## config.mk

```make
export PLATFORM = sky130hd
export DESIGN_NAME = source_code_tokenizer_core
export DESIGN_NICKNAME = d
export VERILOG_FILES = /design/src/rtl/core/sctok_pkg.sv /design/src/rtl/core/sctok_keyword.sv /design/src/rtl/core/sctok_scanner.sv /design/src/rtl/core/sctok_out_queue.sv /design/src/rtl/core/source_code_tokenizer_core.sv
export SDC_FILE = /design/constraint.sdc
export NUM_CORES = 1
export LEC_CHECK = 0
export BUFFER_PORTS_ARGS = -buffer_cell sky130_fd_sc_hd__buf_2
export CAP_MARGIN = 20
export CORE_ASPECT_RATIO = 0.9
export CORE_UTILIZATION = 40
export DETAILED_ROUTE_END_ITERATION = 8
export PLACE_DENSITY_LB_ADDON = 0.12
export SYNTH_ARGS = -nofsm -noshare
export SYNTH_HDL_FRONTEND = slang
export SYNTH_HIERARCHICAL = 1
export SYNTH_SLANG_ARGS = --single-unit
```

## constraint.sdc

```tcl
create_clock -name clock -period 7.6 [get_ports clock]
set_input_delay 0.76 -clock clock [delete_from_list [all_inputs] [get_ports clock]]
set_output_delay 0.76 -clock clock [all_outputs]
set_load 0.05 [all_outputs]
```

## src/rtl/core/sctok_pkg.sv

```systemverilog
// Shared types and constants of the source code tokenizer.
package sctok_pkg;
   localparam int OFFSET_BITS = 24;
   localparam int LINE_BITS = 20;
   localparam int COLUMN_BITS = 16;
   localparam int LEN_BITS = 16;
   localparam int KW_MAX = 6;
   localparam int KW_IDX_BITS = 3;

   typedef enum logic [2:0] {
      ST_IDLE, ST_IDENT, ST_NUMBER, ST_OPPEND, ST_SLASH, ST_COMMENT
   } scan_state_type;

   localparam logic [5:0] K_END = 6'd0;
   localparam logic [5:0] K_ERROR = 6'd1;
   localparam logic [5:0] K_IDENT = 6'd2;
   localparam logic [5:0] K_NUMBER = 6'd3;
   localparam logic [5:0] K_KW_BASE = 6'd4;
   localparam logic [5:0] K_PLUS = 6'd13;
   localparam logic [5:0] K_MINUS = 6'd14;
   localparam logic [5:0] K_STAR = 6'd15;
   localparam logic [5:0] K_SLASH = 6'd16;
   localparam logic [5:0] K_PERCENT = 6'd17;
   localparam logic [5:0] K_LPAREN = 6'd18;
   localparam logic [5:0] K_RPAREN = 6'd19;
   localparam logic [5:0] K_LBRACE = 6'd20;
   localparam logic [5:0] K_RBRACE = 6'd21;
   localparam logic [5:0] K_SEMI = 6'd22;
   localparam logic [5:0] K_ASSIGN = 6'd23;
   localparam logic [5:0] K_LT = 6'd25;
   localparam logic [5:0] K_GT = 6'd27;
   localparam logic [5:0] K_NOT = 6'd29;
   localparam logic [5:0] K_AND = 6'd31;
   localparam logic [5:0] K_OR = 6'd33;

   typedef struct packed {
      logic [5:0] token_kind;
      logic [OFFSET_BITS-1:0] start_offset;
      logic [LINE_BITS-1:0] start_line;
      logic [COLUMN_BITS-1:0] start_column;
      logic [LEN_BITS-1:0] token_length;
      logic [7:0] bad_char;
      logic last;
   } token_type;

   typedef logic [KW_MAX-1:0][7:0] kw_window_type;

   // Keyword table: text padded with zeros, length.
   localparam int KW_COUNT = 9;
   localparam kw_window_type KW_TEXT [KW_COUNT] = '{
      {8'h00, 8'h00, 8'h00, "t", "n", "i"},
      {8'h00, "t", "a", "o", "l", "f"},
      {8'h00, 8'h00, "l", "o", "o", "b"},
      {"e", "l", "b", "u", "o", "d"},
      {8'h00, 8'h00, 8'h00, 8'h00, "f", "i"},
      {8'h00, 8'h00, "e", "s", "l", "e"},
      {8'h00, 8'h00, 8'h00, "r", "o", "f"},
      {8'h00, "e", "l", "i", "h", "w"},
      {"n", "r", "u", "t", "e", "r"}
   };
   localparam logic [KW_IDX_BITS-1:0] KW_LEN [KW_COUNT] = '{
      3'd3, 3'd5, 3'd4, 3'd6, 3'd2, 3'd4, 3'd3, 3'd5, 3'd6
   };

   function automatic logic is_alpha(input logic [7:0] c);
      return (c >= "a" && c <= "z") || (c >= "A" && c <= "Z") || c == "_";
   endfunction

   function automatic logic is_digit(input logic [7:0] c);
      return c >= "0" && c <= "9";
   endfunction
endpackage

```

## src/rtl/core/sctok_keyword.sv

```systemverilog
// Keyword matcher: compares the name window against the keyword table.
module sctok_keyword (
   input  sctok_pkg::kw_window_type window,
   input  logic [sctok_pkg::LEN_BITS-1:0] length,
   output logic [5:0] kind
);
   always_comb begin
      kind = sctok_pkg::K_IDENT;
      for (int i = sctok_pkg::KW_COUNT - 1; i >= 0; i--) begin
         if (length == sctok_pkg::LEN_BITS'(sctok_pkg::KW_LEN[i]) &&
             window == sctok_pkg::KW_TEXT[i])
            kind = sctok_pkg::K_KW_BASE + 6'(i);
      end
   end
endmodule

```

## src/rtl/core/sctok_scanner.sv

```systemverilog
// Scanner state and per-byte token decision, up to two tokens per byte.
module sctok_scanner (
   input  logic clock,
   input  logic reset,
   input  logic step,
   input  logic mode,
   input  logic [7:0] char_code,
   output logic tok0_valid,
   output sctok_pkg::token_type tok0,
   output logic tok1_valid,
   output sctok_pkg::token_type tok1
);
   localparam logic [sctok_pkg::OFFSET_BITS-1:0] OMAX = '1;
   localparam logic [sctok_pkg::LINE_BITS-1:0] LMAX = '1;
   localparam logic [sctok_pkg::COLUMN_BITS-1:0] CMAX = '1;
   localparam logic [sctok_pkg::LEN_BITS-1:0] LENMAX = '1;
   localparam logic [sctok_pkg::LEN_BITS-1:0] LEN_ONE = sctok_pkg::LEN_BITS'(1);
   localparam logic [sctok_pkg::COLUMN_BITS-1:0] COL_ONE = sctok_pkg::COLUMN_BITS'(1);

   sctok_pkg::scan_state_type state_ff, state_in;
   logic [7:0] pend_ff, pend_in;
   sctok_pkg::kw_window_type win_ff, win_in;
   logic [sctok_pkg::OFFSET_BITS-1:0] soff_ff, soff_in, coff_ff, coff_in;
   logic [sctok_pkg::LINE_BITS-1:0] sline_ff, sline_in, cline_ff, cline_in;
   logic [sctok_pkg::COLUMN_BITS-1:0] scol_ff, scol_in, ccol_ff, ccol_in;
   logic [sctok_pkg::LEN_BITS-1:0] len_ff, len_in;
   logic done_ff, done_in;
   logic [5:0] word_kind;

   sctok_keyword u_kw (.window(win_ff), .length(len_ff), .kind(word_kind));

   function automatic logic [5:0] single_kind(input logic [7:0] c);
      unique case (c)
         "=": return sctok_pkg::K_ASSIGN;
         "<": return sctok_pkg::K_LT;
         ">": return sctok_pkg::K_GT;
         "!": return sctok_pkg::K_NOT;
         "&": return sctok_pkg::K_AND;
         default: return sctok_pkg::K_OR;
      endcase
   endfunction

   function automatic logic [7:0] pair_second(input logic [7:0] c);
      if (c == "&") return "&";
      if (c == "|") return "|";
      return "=";
   endfunction

   function automatic sctok_pkg::token_type mk(
      input logic [5:0] k, input logic [sctok_pkg::OFFSET_BITS-1:0] o,
      input logic [sctok_pkg::LINE_BITS-1:0] l,
      input logic [sctok_pkg::COLUMN_BITS-1:0] cl,
      input logic [sctok_pkg::LEN_BITS-1:0] n, input logic [7:0] b, input logic e);
      sctok_pkg::token_type t;
      t.token_kind = k; t.start_offset = o; t.start_line = l;
      t.start_column = cl; t.token_length = n; t.bad_char = b; t.last = e;
      return t;
   endfunction

   always_comb begin
      logic pend_v;
      sctok_pkg::token_type pend_t;
      logic go_idle;
      logic [5:0] k;
      state_in = state_ff; pend_in = pend_ff; win_in = win_ff;
      soff_in = soff_ff; sline_in = sline_ff; scol_in = scol_ff;
      len_in = len_ff; coff_in = coff_ff; cline_in = cline_ff; ccol_in = ccol_ff;
      done_in = done_ff;
      tok0_valid = 1'b0; tok1_valid = 1'b0;
      tok0 = '0; tok1 = '0;
      go_idle = 1'b0;
      k = sctok_pkg::K_ERROR;
      // token pending in the current state, if flushed
      pend_v = 1'b1;
      pend_t = mk(sctok_pkg::K_IDENT, soff_ff, sline_ff, scol_ff, len_ff, 8'h00, 1'b0);
      unique case (state_ff)
         sctok_pkg::ST_IDENT: pend_t.token_kind = word_kind;
         sctok_pkg::ST_NUMBER: pend_t.token_kind = sctok_pkg::K_NUMBER;
         sctok_pkg::ST_OPPEND: begin
            pend_t.token_kind = single_kind(pend_ff);
            pend_t.token_length = LEN_ONE;
         end
         sctok_pkg::ST_SLASH: begin
            pend_t.token_kind = sctok_pkg::K_SLASH;
            pend_t.token_length = LEN_ONE;
         end
         default: pend_v = 1'b0;
      endcase

      if (step && !done_ff) begin
         // position after this byte
         if (coff_ff != OMAX) coff_in = coff_ff + 1'b1;
         if (char_code == 8'h0A) begin
            if (cline_ff != LMAX) cline_in = cline_ff + 1'b1;
            ccol_in = COL_ONE;
         end else if (ccol_ff != CMAX) ccol_in = ccol_ff + 1'b1;

         if (mode) begin
            coff_in = coff_ff; cline_in = cline_ff; ccol_in = ccol_ff;
            done_in = 1'b1;
            state_in = sctok_pkg::ST_IDLE;
            tok0_valid = pend_v;
            tok0 = pend_t;
            tok1_valid = 1'b1;
            tok1 = mk(sctok_pkg::K_END, coff_ff, cline_ff, ccol_ff, '0, 8'h00, 1'b1);
         end else begin
            unique case (state_ff)
               sctok_pkg::ST_IDENT:
                  if (sctok_pkg::is_alpha(char_code) || sctok_pkg::is_digit(char_code)) begin
                     for (int j = 0; j < sctok_pkg::KW_MAX; j++)
                        if (len_ff == sctok_pkg::LEN_BITS'(j)) win_in[j] = char_code;
                     if (len_ff != LENMAX) len_in = len_ff + 1'b1;
                  end else go_idle = 1'b1;
               sctok_pkg::ST_NUMBER:
                  if (sctok_pkg::is_digit(char_code)) begin
                     if (len_ff != LENMAX) len_in = len_ff + 1'b1;
                  end else go_idle = 1'b1;
               sctok_pkg::ST_OPPEND:
                  if (char_code == pair_second(pend_ff)) begin
                     tok1_valid = 1'b1;
                     tok1 = mk(single_kind(pend_ff) + 6'd1, soff_ff, sline_ff, scol_ff,
                               sctok_pkg::LEN_BITS'(2), 8'h00, 1'b0);
                     state_in = sctok_pkg::ST_IDLE;
                  end else go_idle = 1'b1;
               sctok_pkg::ST_SLASH:
                  if (char_code == "/") state_in = sctok_pkg::ST_COMMENT;
                  else go_idle = 1'b1;
               sctok_pkg::ST_COMMENT:
                  if (char_code == 8'h0A) go_idle = 1'b1;
               default: go_idle = 1'b1;
            endcase
            if (go_idle) begin
               tok0_valid = pend_v;
               tok0 = pend_t;
               state_in = sctok_pkg::ST_IDLE;
               if (!(char_code == " " || char_code == 8'h09 || char_code == 8'h0D ||
                     char_code == 8'h0A)) begin
                  soff_in = coff_ff; sline_in = cline_ff; scol_in = ccol_ff;
                  len_in = LEN_ONE;
                  if (sctok_pkg::is_alpha(char_code)) begin
                     win_in = '0;
                     win_in[0] = char_code;
                     state_in = sctok_pkg::ST_IDENT;
                  end else if (sctok_pkg::is_digit(char_code)) begin
                     state_in = sctok_pkg::ST_NUMBER;
                  end else if (char_code == "/") begin
                     state_in = sctok_pkg::ST_SLASH;
                  end else if (char_code == "=" || char_code == "<" || char_code == ">" ||
                               char_code == "!" || char_code == "&" || char_code == "|") begin
                     pend_in = char_code;
                     state_in = sctok_pkg::ST_OPPEND;
                  end else begin
                     unique case (char_code)
                        "+": k = sctok_pkg::K_PLUS;
                        "-": k = sctok_pkg::K_MINUS;
                        "*": k = sctok_pkg::K_STAR;
                        "%": k = sctok_pkg::K_PERCENT;
                        "(": k = sctok_pkg::K_LPAREN;
                        ")": k = sctok_pkg::K_RPAREN;
                        "{": k = sctok_pkg::K_LBRACE;
                        "}": k = sctok_pkg::K_RBRACE;
                        ";": k = sctok_pkg::K_SEMI;
                        default: k = sctok_pkg::K_ERROR;
                     endcase
                     tok1_valid = 1'b1;
                     tok1 = mk(k, coff_ff, cline_ff, ccol_ff, LEN_ONE,
                               (k == sctok_pkg::K_ERROR) ? char_code : 8'h00, 1'b0);
                  end
               end
            end
         end
      end
   end

   always_ff @(posedge clock) begin
      if (reset) begin
         state_ff <= sctok_pkg::ST_IDLE;
         pend_ff <= '0;
         win_ff <= '0;
         soff_ff <= '0;
         sline_ff <= sctok_pkg::LINE_BITS'(1);
         scol_ff <= COL_ONE;
         len_ff <= '0;
         coff_ff <= '0;
         cline_ff <= sctok_pkg::LINE_BITS'(1);
         ccol_ff <= COL_ONE;
         done_ff <= 1'b0;
      end else begin
         state_ff <= state_in;
         pend_ff <= pend_in;
         win_ff <= win_in;
         soff_ff <= soff_in;
         sline_ff <= sline_in;
         scol_ff <= scol_in;
         len_ff <= len_in;
         coff_ff <= coff_in;
         cline_ff <= cline_in;
         ccol_ff <= ccol_in;
         done_ff <= done_in;
      end
   end
endmodule

```

## src/rtl/core/sctok_out_queue.sv

```systemverilog
// Four-entry result queue; takes up to two tokens a cycle, gives one while out_ready is high.
module sctok_out_queue (
   input  logic clock,
   input  logic reset,
   input  logic in0_valid,
   input  sctok_pkg::token_type in0,
   input  logic in1_valid,
   input  sctok_pkg::token_type in1,
   output logic space_two,
   output logic out_valid,
   output sctok_pkg::token_type out_data,
   input  logic out_ready
);
   sctok_pkg::token_type slot_ff [4];
   logic [1:0] rd_ff, wr_ff;
   logic [2:0] cnt_ff;
   logic pop;
   logic [1:0] wr1;
   logic [2:0] push_n;

   assign pop = out_valid && out_ready;
   assign out_valid = cnt_ff != 3'd0;
   assign out_data = slot_ff[rd_ff];
   // accept only with room for two tokens regardless of the pop
   assign space_two = cnt_ff <= 3'd2;
   assign wr1 = in0_valid ? wr_ff + 2'd1 : wr_ff;
   assign push_n = {2'b00, in0_valid} + {2'b00, in1_valid};

   always_ff @(posedge clock) begin
      if (in0_valid) slot_ff[wr_ff] <= in0;
      if (in1_valid) slot_ff[wr1] <= in1;
   end

   always_ff @(posedge clock) begin
      if (reset) begin
         rd_ff <= '0; wr_ff <= '0; cnt_ff <= '0;
      end else begin
         wr_ff <= wr_ff + push_n[1:0];
         if (pop) rd_ff <= rd_ff + 2'd1;
         cnt_ff <= cnt_ff + push_n - {2'b00, pop};
      end
   end
endmodule

```

## src/rtl/core/source_code_tokenizer_core.sv

```systemverilog
// Top level of the streaming source code tokenizer.
// Usage:
//  - req_ channel: one transaction per source byte (req_mode = 0) or the
//    end-of-input mark (req_mode = 1). req_ready is high while the result
//    queue has room for two tokens; while it has, bytes stream at one per cycle.
//  - rsp_ channel: one transaction per token, in source order. The end
//    token has rsp_last set; after it every request is taken and dropped.
//  - Order: a closed token is written to the result queue with the byte
//    that closes it. A byte can yield two tokens (flushed plus new).
//  - Throughput: one byte per cycle while req_ready is high; output is one
//    token per cycle from a four-entry queue while rsp_ready is high.
//  - Stall: when rsp_ready is low the queue fills and req_ready drops once
//    fewer than two entries are free; no token is lost.
//  - Reset: synchronous; scanner returns to idle at line 1, column 1,
//    offset 0 and the queue empties.
module source_code_tokenizer_core (
   input  logic clock,
   input  logic reset,
   input  logic req_valid,
   output logic req_ready,
   input  logic req_mode,
   input  logic [7:0] req_char_code,
   output logic rsp_valid,
   input  logic rsp_ready,
   output logic [5:0] rsp_token_kind,
   output logic [sctok_pkg::OFFSET_BITS-1:0] rsp_start_offset,
   output logic [sctok_pkg::LINE_BITS-1:0] rsp_start_line,
   output logic [sctok_pkg::COLUMN_BITS-1:0] rsp_start_column,
   output logic [sctok_pkg::LEN_BITS-1:0] rsp_token_length,
   output logic [7:0] rsp_bad_char,
   output logic rsp_last
);
   logic t0v, t1v;
   sctok_pkg::token_type t0, t1, head;

   sctok_scanner u_scan (
      .clock, .reset, .step(req_valid && req_ready), .mode(req_mode),
      .char_code(req_char_code), .tok0_valid(t0v), .tok0(t0),
      .tok1_valid(t1v), .tok1(t1)
   );

   sctok_out_queue u_q (
      .clock, .reset, .in0_valid(t0v), .in0(t0), .in1_valid(t1v), .in1(t1),
      .space_two(req_ready), .out_valid(rsp_valid), .out_data(head),
      .out_ready(rsp_ready)
   );

   assign rsp_token_kind = head.token_kind;
   assign rsp_start_offset = head.start_offset;
   assign rsp_start_line = head.start_line;
   assign rsp_start_column = head.start_column;
   assign rsp_token_length = head.token_length;
   assign rsp_bad_char = head.bad_char;
   assign rsp_last = head.last;
endmodule

```

==> impl_metrics.json, run 1 <==
{
  "r2r-end": "u_q/slot_ff[3][11]",
  "synthArstFlopShare_pct": 0,
  "clock_path_buffers": 3,
  "rsz0062_at_grt": "no",
  "cpMostUsedCell": "nand2_1",
  "ir_drop_mv": 0.257,
  "netlist_area_um2": 30500,
  "fillers": 6877,
  "coreArea_um2": 75000,
  "fin_crit_ns": 5.40,
  "finalCritPeriodShare_pct": 71.0,
  "drt_wl_total_um": 78900,
  "r2r_cells": 11,
  "critPathKind": "flop to flop",
  "end_kind": "flop",
  "path_cells": "or3b_2 -> nor4_1 -> nor3_1 -> or3_1 -> nand2_1 -> a21oi_4 -> a21boi_0 -> nand2_1 -> o31ai_4 -> buf_12 -> mux2_4",
  "syn_avg_cell_area_um2": 12.8,
  "cts_tree": "built",
  "synth.top_cells.by_area": "edfxtp_1 36%, dfxtp_1 13%, mux2_4 12%, mux4_2 6.7%, mux2_1 2.9%",
  "synth-seq-cells": 569,
  "status": "completed",
  "cts-root-buf": "clkbuf_16",
  "pre_cts_ws_ns": 1.64,
  "die_h_um": 264,
  "yosysTopAreaCell": "edfxtp_1",
  "crit_arrival_ns": 5.73,
  "synth_warnings": 6,
  "track_usage_pct": 20.4,
  "required_ns": 7.93,
  "antenna_found_initial": 3,
  "yosysUniqueCellTypes": 102,
  "die_x_um": 293,
  "cts_hold_buf": 0,
  "grt_pass1_wl_um": 121000,
  "drtIter0Drc": 1188,
  "synthCells": 2380,
  "slew_headroom_pct": 22.4,
  "io_buffers": 105,
  "clkLatencyLatePin_ns": 0.60,
  "drv_cap": 0,
  "worstHoldEndpoint": "u_scan/soff_ff[19]",
  "worstSetupStartpointType": "flop",
  "slowest_stage": "a21boi_0",
  "drv_slew": 0,
  "grt_pass1_vias": 19600,
  "grt-ovfl-total": 0,
  "die_area_um2": 77300,
  "ys_seq_area_share_pct": 49.4,
  "rows": 95,
  "crit_family": "simple AND/OR/NAND/NOR gates",
  "layout_setup_ws_ns": 2.20,
  "nets": 2459,
  "path_clk_slew_ns": 0.06,
  "min_path_type": "flop to flop",
  "synth_edf_count": 364,
  "dr.pass1.iters": 5,
  "layout-drive-gt1-share_pct": 26.8,
  "min_path_cells": 2,
  "area_growth_pct": 10.8,
  "cp-startpoint": "u_scan/pend_ff[0]",
  "finalClockSkew_ns": 0.0244,
  "ctsResizeCount": 0,
  "path_max_fanout": 91,
  "clock_sinks": 569,
  "clock.fmax_mhz": 185,
  "hold_violations": 0,
  "initial_core_util_pct": 40.6,
  "ant_nets": 0,
  "cts_setup_buffers": 0,
  "slowest_delay_ns": 0.86,
  "min-delay-start": "u_scan/soff_ff[19]",
  "powerDensity_nw_per_um2": 290,
  "cts.htree.levels": 3,
  "synthFlopType": "edfxtp_1",
  "regToRegSetupSlack_ns": 2.20,
  "timing.rr.start": "u_scan/pend_ff[0]",
  "post_drt_wl_per_cell_um": 22.5,
  "grt_max_degree": 92,
  "routabilityCongestion": 0.866,
  "tns_ns": 0,
  "cp_num_buf_inv": 1,
  "leakagePower_uw": 0.0121,
  "cts_buffers": 68,
  "worst_pin_slew_ns": 1.16,
  "drc": 0,
  "io_pins": 106,
  "viasPerCell": 5.51,
  "via_count": 19300,
  "synth_top_area_share_pct": 35.9,
  "setup_violations": 0,
  "hpwl_um": 45600
}
==> report_power, final <==
part	internal (uW)	switching, uW
Clock	1940	1320
Sequential	3550	94.7
Combinational	849	2020
==> tightest hold or removal path, delay by kind of cell (launching register included) <==
family | cells | cell delay, ns
AO/OA/AOI/OAI | 1 | 0.05
flip-flops | 1 | 0.31
AND/OR/NAND/NOR | 1 | 0.05
==> layout by cell type, fill, tap and decap left out, types with 32 or more instances in the layout <==
cell type,n
nand2_1,191
and2_1,85
buf_2,104
a21oi_1,101
mux2i_1,43
nand4_1,33
nor3_1,40
dfxtp_1,203
mux2_4,237
inv_1,32
nor2_1,133
edfxtp_1,364
mux2_2,48
mux2_1,79
a22o_1,53
nand3_1,88
o21ai_0,45
clkbuf_16,71
mux4_2,91
==> cell usage after synthesis (all sizes together) (19+ instances only) <==
master and count:
mux4 91, nand2 193, nand4 34, nand3 89, o21ai 54, a22o 53, nor3 43, edfxtp 364
nor4 27, mux2i 43, dfxtp 205, a21oi 102, xnor2 19, clkbuf 69, nor2 133, mux2 364
or3 19, buf 107, and2 85, xor2 31, inv 34
==> layout make-up <==
class | count | area, um^2 | share of cell area, %
multi-input cells | 1624 | 14200 | 42.2
inverters | 34 | 128 | 0.378
diodes | 1 | 2.50 | 0.00742
well taps | 1018 | 1270 | 3.77
clock buffers | 90 | 1900 | 5.64
repair buffers | 131 | 823 | 2.44
clock inverters | 36 | 329 | 0.975
flip-flops and latches | 569 | 15000 | 44.6
==> how the worst max path moves through the flow <==
stage                               to  slack [ns]  cells after the start
CTS                  u_q/slot_ff[3][9]        2.27                     11
finish              u_q/slot_ff[3][11]        2.20                     11
floorplan            u_q/slot_ff[2][0]        1.39                     13
global route        u_q/slot_ff[2][11]        1.94                     11
detailed placement  u_q/slot_ff[3][90]        1.64                     12
global placement    u_q/slot_ff[3][90]        1.72                     12
==> cells by family (layout without fill, tap and decap cells) <==
| logic type | Yosys count | after routing | synth area share, % |
|---|---|---|---|
| multiplexers | 498 | 498 | 24.5 |
| AO/OA/AOI/OAI | 283 | 283 | 6.30 |
| other | 2 | 26 | 0.0247 |
| AND/OR/NAND/NOR | 749 | 749 | 13.1 |
| XOR/XNOR | 50 | 50 | 1.44 |
| flip-flops | 569 | 569 | 49.4 |
| buffers and inverters | 210 | 291 | 4.47 |
| adder cells (fa/ha/maj) | 19 | 19 | 0.797 |
==> metal layers <==
metal / part of all wire [%] / routed length [um] / track usage [%] / up-vias
li1: - / - / - / 9049
met1: 46 / 36600 / 27.8 / 9697
met2: 47 / 36800 / 33.2 / 426
met3: 4.7 / 3690 / 3.84 / 111
met4: 2.3 / 1820 / 5.62 / 4
met5: 0.028 / 22 / 0 / -
==> sequential cells by signal, summed over array words and instances, names as in the netlist, 2 cells and up, named ones only <==
register         count
u_q/cnt_ff           3
u_q/rd_ff            2
u_q/slot_ff        364
u_q/wr_ff            2
u_scan/ccol_ff      16
u_scan/cline_ff     20
u_scan/coff_ff      24
u_scan/len_ff       16
u_scan/pend_ff       8
u_scan/scol_ff      16
u_scan/sline_ff     20
u_scan/soff_ff      24
u_scan/state_ff      3
u_scan/win_ff       48
==> stage by stage <==
| stage | cells | power (uW) | cell area [um^2] | hold WS [ns] | utilization [%] |
|---|---|---|---|---|---|
| final | 3503 | 9770 | 33700 | 0.463 | 45.0 |
| after global routing | 3502 | 10100 | 33700 | 0.485 | 45.0 |
| after CTS | 3502 | 9920 | 33700 | 0.463 | 45.0 |
| after detailed placement | 3376 | 6630 | 31500 | 0.456 | 42.0 |
| after global placement | 3376 | 6620 | 31500 | 0.452 | 42.0 |
| after floorplan | 2403 | 5930 | 30500 | 0.436 | - |
Power figures use the tool's default switching activity.
==> run 2: changes to the inputs <==
==> constraint.sdc (replaced) <==
create_clock -name clock -period 5.2 [get_ports clock]
set_input_delay 0.52 -clock clock [delete_from_list [all_inputs] [get_ports clock]]
set_output_delay 0.52 -clock clock [all_outputs]
set_load 0.05 [all_outputs]
==> run 2 against run 1 <==
Net effect: final cell count rose by 0.69%; cell area grew 0.99%; combinational power is 50% higher; fmax increased by 18%; hold slack worse by 0.17 ns; first-iteration DRC count is 16% higher; wire length up 3.0%; clock-buffer cell count increased by 20; critical path type unchanged; largest power group unchanged.
==> impl_metrics.json, run 2 (synthesis gave the netlist of run 1 again) <==
{
  "drc": 0,
  "fin_crit_ns": 4.56,
  "cts_tree": "built",
  "layout_commonest_cell": "edfxtp_1",
  "path_max_fanout": 67,
  "hold_violations": 0,
  "finalClockSkew_ns": 0.0280,
  "busiest_layer": "met2",
  "antenna_found_initial": 4,
  "dr.pass1.iters": 7,
  "worstHoldEndpoint": "u_scan/win_ff[36]",
  "min_path_cells": 3,
  "cts_hold_buf": 0,
  "die_h_um": 264,
  "io_pins": 106,
  "crit_arrival_ns": 4.91,
  "finalCritPeriodShare_pct": 87.7,
  "tns_ns": 0,
  "routabilityCongestion": 0.885,
  "timing.rr.start": "u_scan/pend_ff[0]",
  "top_regs": "u_q/slot_ff (364), u_scan/win_ff (48)",
  "clock.fmax_mhz": 219,
  "worst_pin_slew_ns": 1.33,
  "register_area_um2": 15000,
  "post_drt_wl_per_cell_um": 23.0,
  "grt_max_degree": 107,
  "clock_path_buffers": 3,
  "final_cell_mix": "364 x edfxtp_1, 237 x mux2_4, 203 x dfxtp_1",
  "initial_core_util_pct": 40.6,
  "via_count": 19500,
  "largest_register_ffs": 364,
  "cts-root-buf": "clkbuf_16",
  "status": "completed",
  "coreArea_um2": 75000,
  "track_usage_pct": 21.0,
  "layout-drive-gt1-share_pct": 27.2,
  "nets": 2484,
  "ant_nets": 0,
  "clkLatencyLatePin_ns": 0.62,
  "die_area_um2": 77300,
  "min-delay-start": "req_char_code[4]",
  "rsz0062_at_grt": "no",
  "end_kind": "flop",
  "worstSetupStartpointType": "flop",
  "cts_buffers": 68,
  "setup_violations": 0,
  "final_util_pct": 45.4,
  "hpwl_um": 50300,
  "ctsResizeCount": 0,
  "grt_use_met1_pct": 29.2,
  "cts.htree.levels": 3,
  "drv_cap": 0,
  "io_buffers": 105,
  "min_path_type": "input port to flop",
  "drtIter0Drc": 1378,
  "slew_headroom_pct": 10.6,
  "grtUsageMet2_pct": 33.8,
  "fillers": 6784,
  "critPathKind": "flop to flop",
  "drt_wl_total_um": 81300,
  "antenna_cells": 0,
  "grt-ovfl-total": 0,
  "required_ns": 5.55,
  "clock_sinks": 569,
  "multi_input_area_um2": 14200,
  "gr-usage-met3_pct": 3.65,
  "r2r_cells": 11,
  "leakagePower_uw": 0.0123,
  "cts_setup_buffers": 0,
  "regToRegSetupSlack_ns": 0.64,
  "top_register": "u_q/slot_ff",
  "grt_pass1_wl_um": 123000,
  "ir_drop_mv": 0.328,
  "rows": 95,
  "viasPerCell": 5.53,
  "powerDensity_nw_per_um2": 422,
  "drv_slew": 0,
  "r2r-end": "u_q/slot_ff[0][10]",
  "area_growth_pct": 11.9,
  "grt_pass1_vias": 19700,
  "die_x_um": 293,
  "path_clk_slew_ns": 0.06
}
-- run 2: worst max-delay path: stages (launching register included) --
cell and delay, ns:
dfxtp_1 0.35, or3b_2 0.47, nor4_1 0.54, nor3_1 0.20
nor3_1 0.78, o31ai_2 0.14, a21oi_1 0.22, buf_4 0.25
nor3_1 0.11, o21ai_4 0.27, buf_12 0.55, mux2_2 0.42
-- run 2: routing by layer --
metal	share of wire, %	vias up
met3	4.7	110
met5	0.015	-
met2	47	470
met1	46	9827
met4	1.9	2
li1	-	9094
-- run 2: worst max path at each step --
stage                 startpoint            endpoint  slack (ns)  cells after the start
2_1_floorplan   req_char_code[4]   u_q/slot_ff[2][0]        0.02                     13
3_3_place_gp    req_char_code[5]  u_q/slot_ff[3][90]        0.42                     12
3_5_place_dp    req_char_code[5]  u_q/slot_ff[3][90]        0.32                     12
4_1_cts        u_scan/pend_ff[0]  u_q/slot_ff[1][66]        0.67                     11
5_1_grt        u_scan/pend_ff[6]  u_q/slot_ff[1][72]        0.39                     11
6_report       u_scan/pend_ff[0]  u_q/slot_ff[0][10]        0.64                     11
-- run 2: cell type report --
cell class / count / share of cell area (%)
timing repair buffer: 156 / 3.52
multi-input combinational: 1624 / 41.8
inverter: 34 / 0.375
tap: 1018 / 3.74
clock buffer: 110 / 5.98
sequential: 569 / 44.1
clock inverter: 16 / 0.485
-- run 2: stage by stage --
| step | std cells | hold slack [ns] | power [uW] | instance area (um^2) | setup slack (ns) |
|---|---|---|---|---|---|
| floorplan | 2403 | 0.436 | 8640 | 30600 | 0.0157 |
| global route | 3527 | 0.303 | 14900 | 34100 | 0.386 |
| CTS | 3527 | 0.274 | 14600 | 34100 | 0.670 |
| global placement | 3401 | 0.447 | 9850 | 31900 | 0.415 |
| finish | 3527 | 0.292 | 14400 | 34100 | 0.638 |
| detailed placement | 3401 | 0.456 | 9880 | 31900 | 0.320 |
-- run 2: report_power, final --
| group | internal [uW] | switching, uW | leakage [uW] |
|---|---|---|---|
| Clock | 2790 | 1890 | 0.00108 |
| Combinational | 1320 | 3000 | 0.00621 |
| Sequential | 5190 | 205 | 0.00504 |
| Total | 9300 | 5090 | 0.0123 |
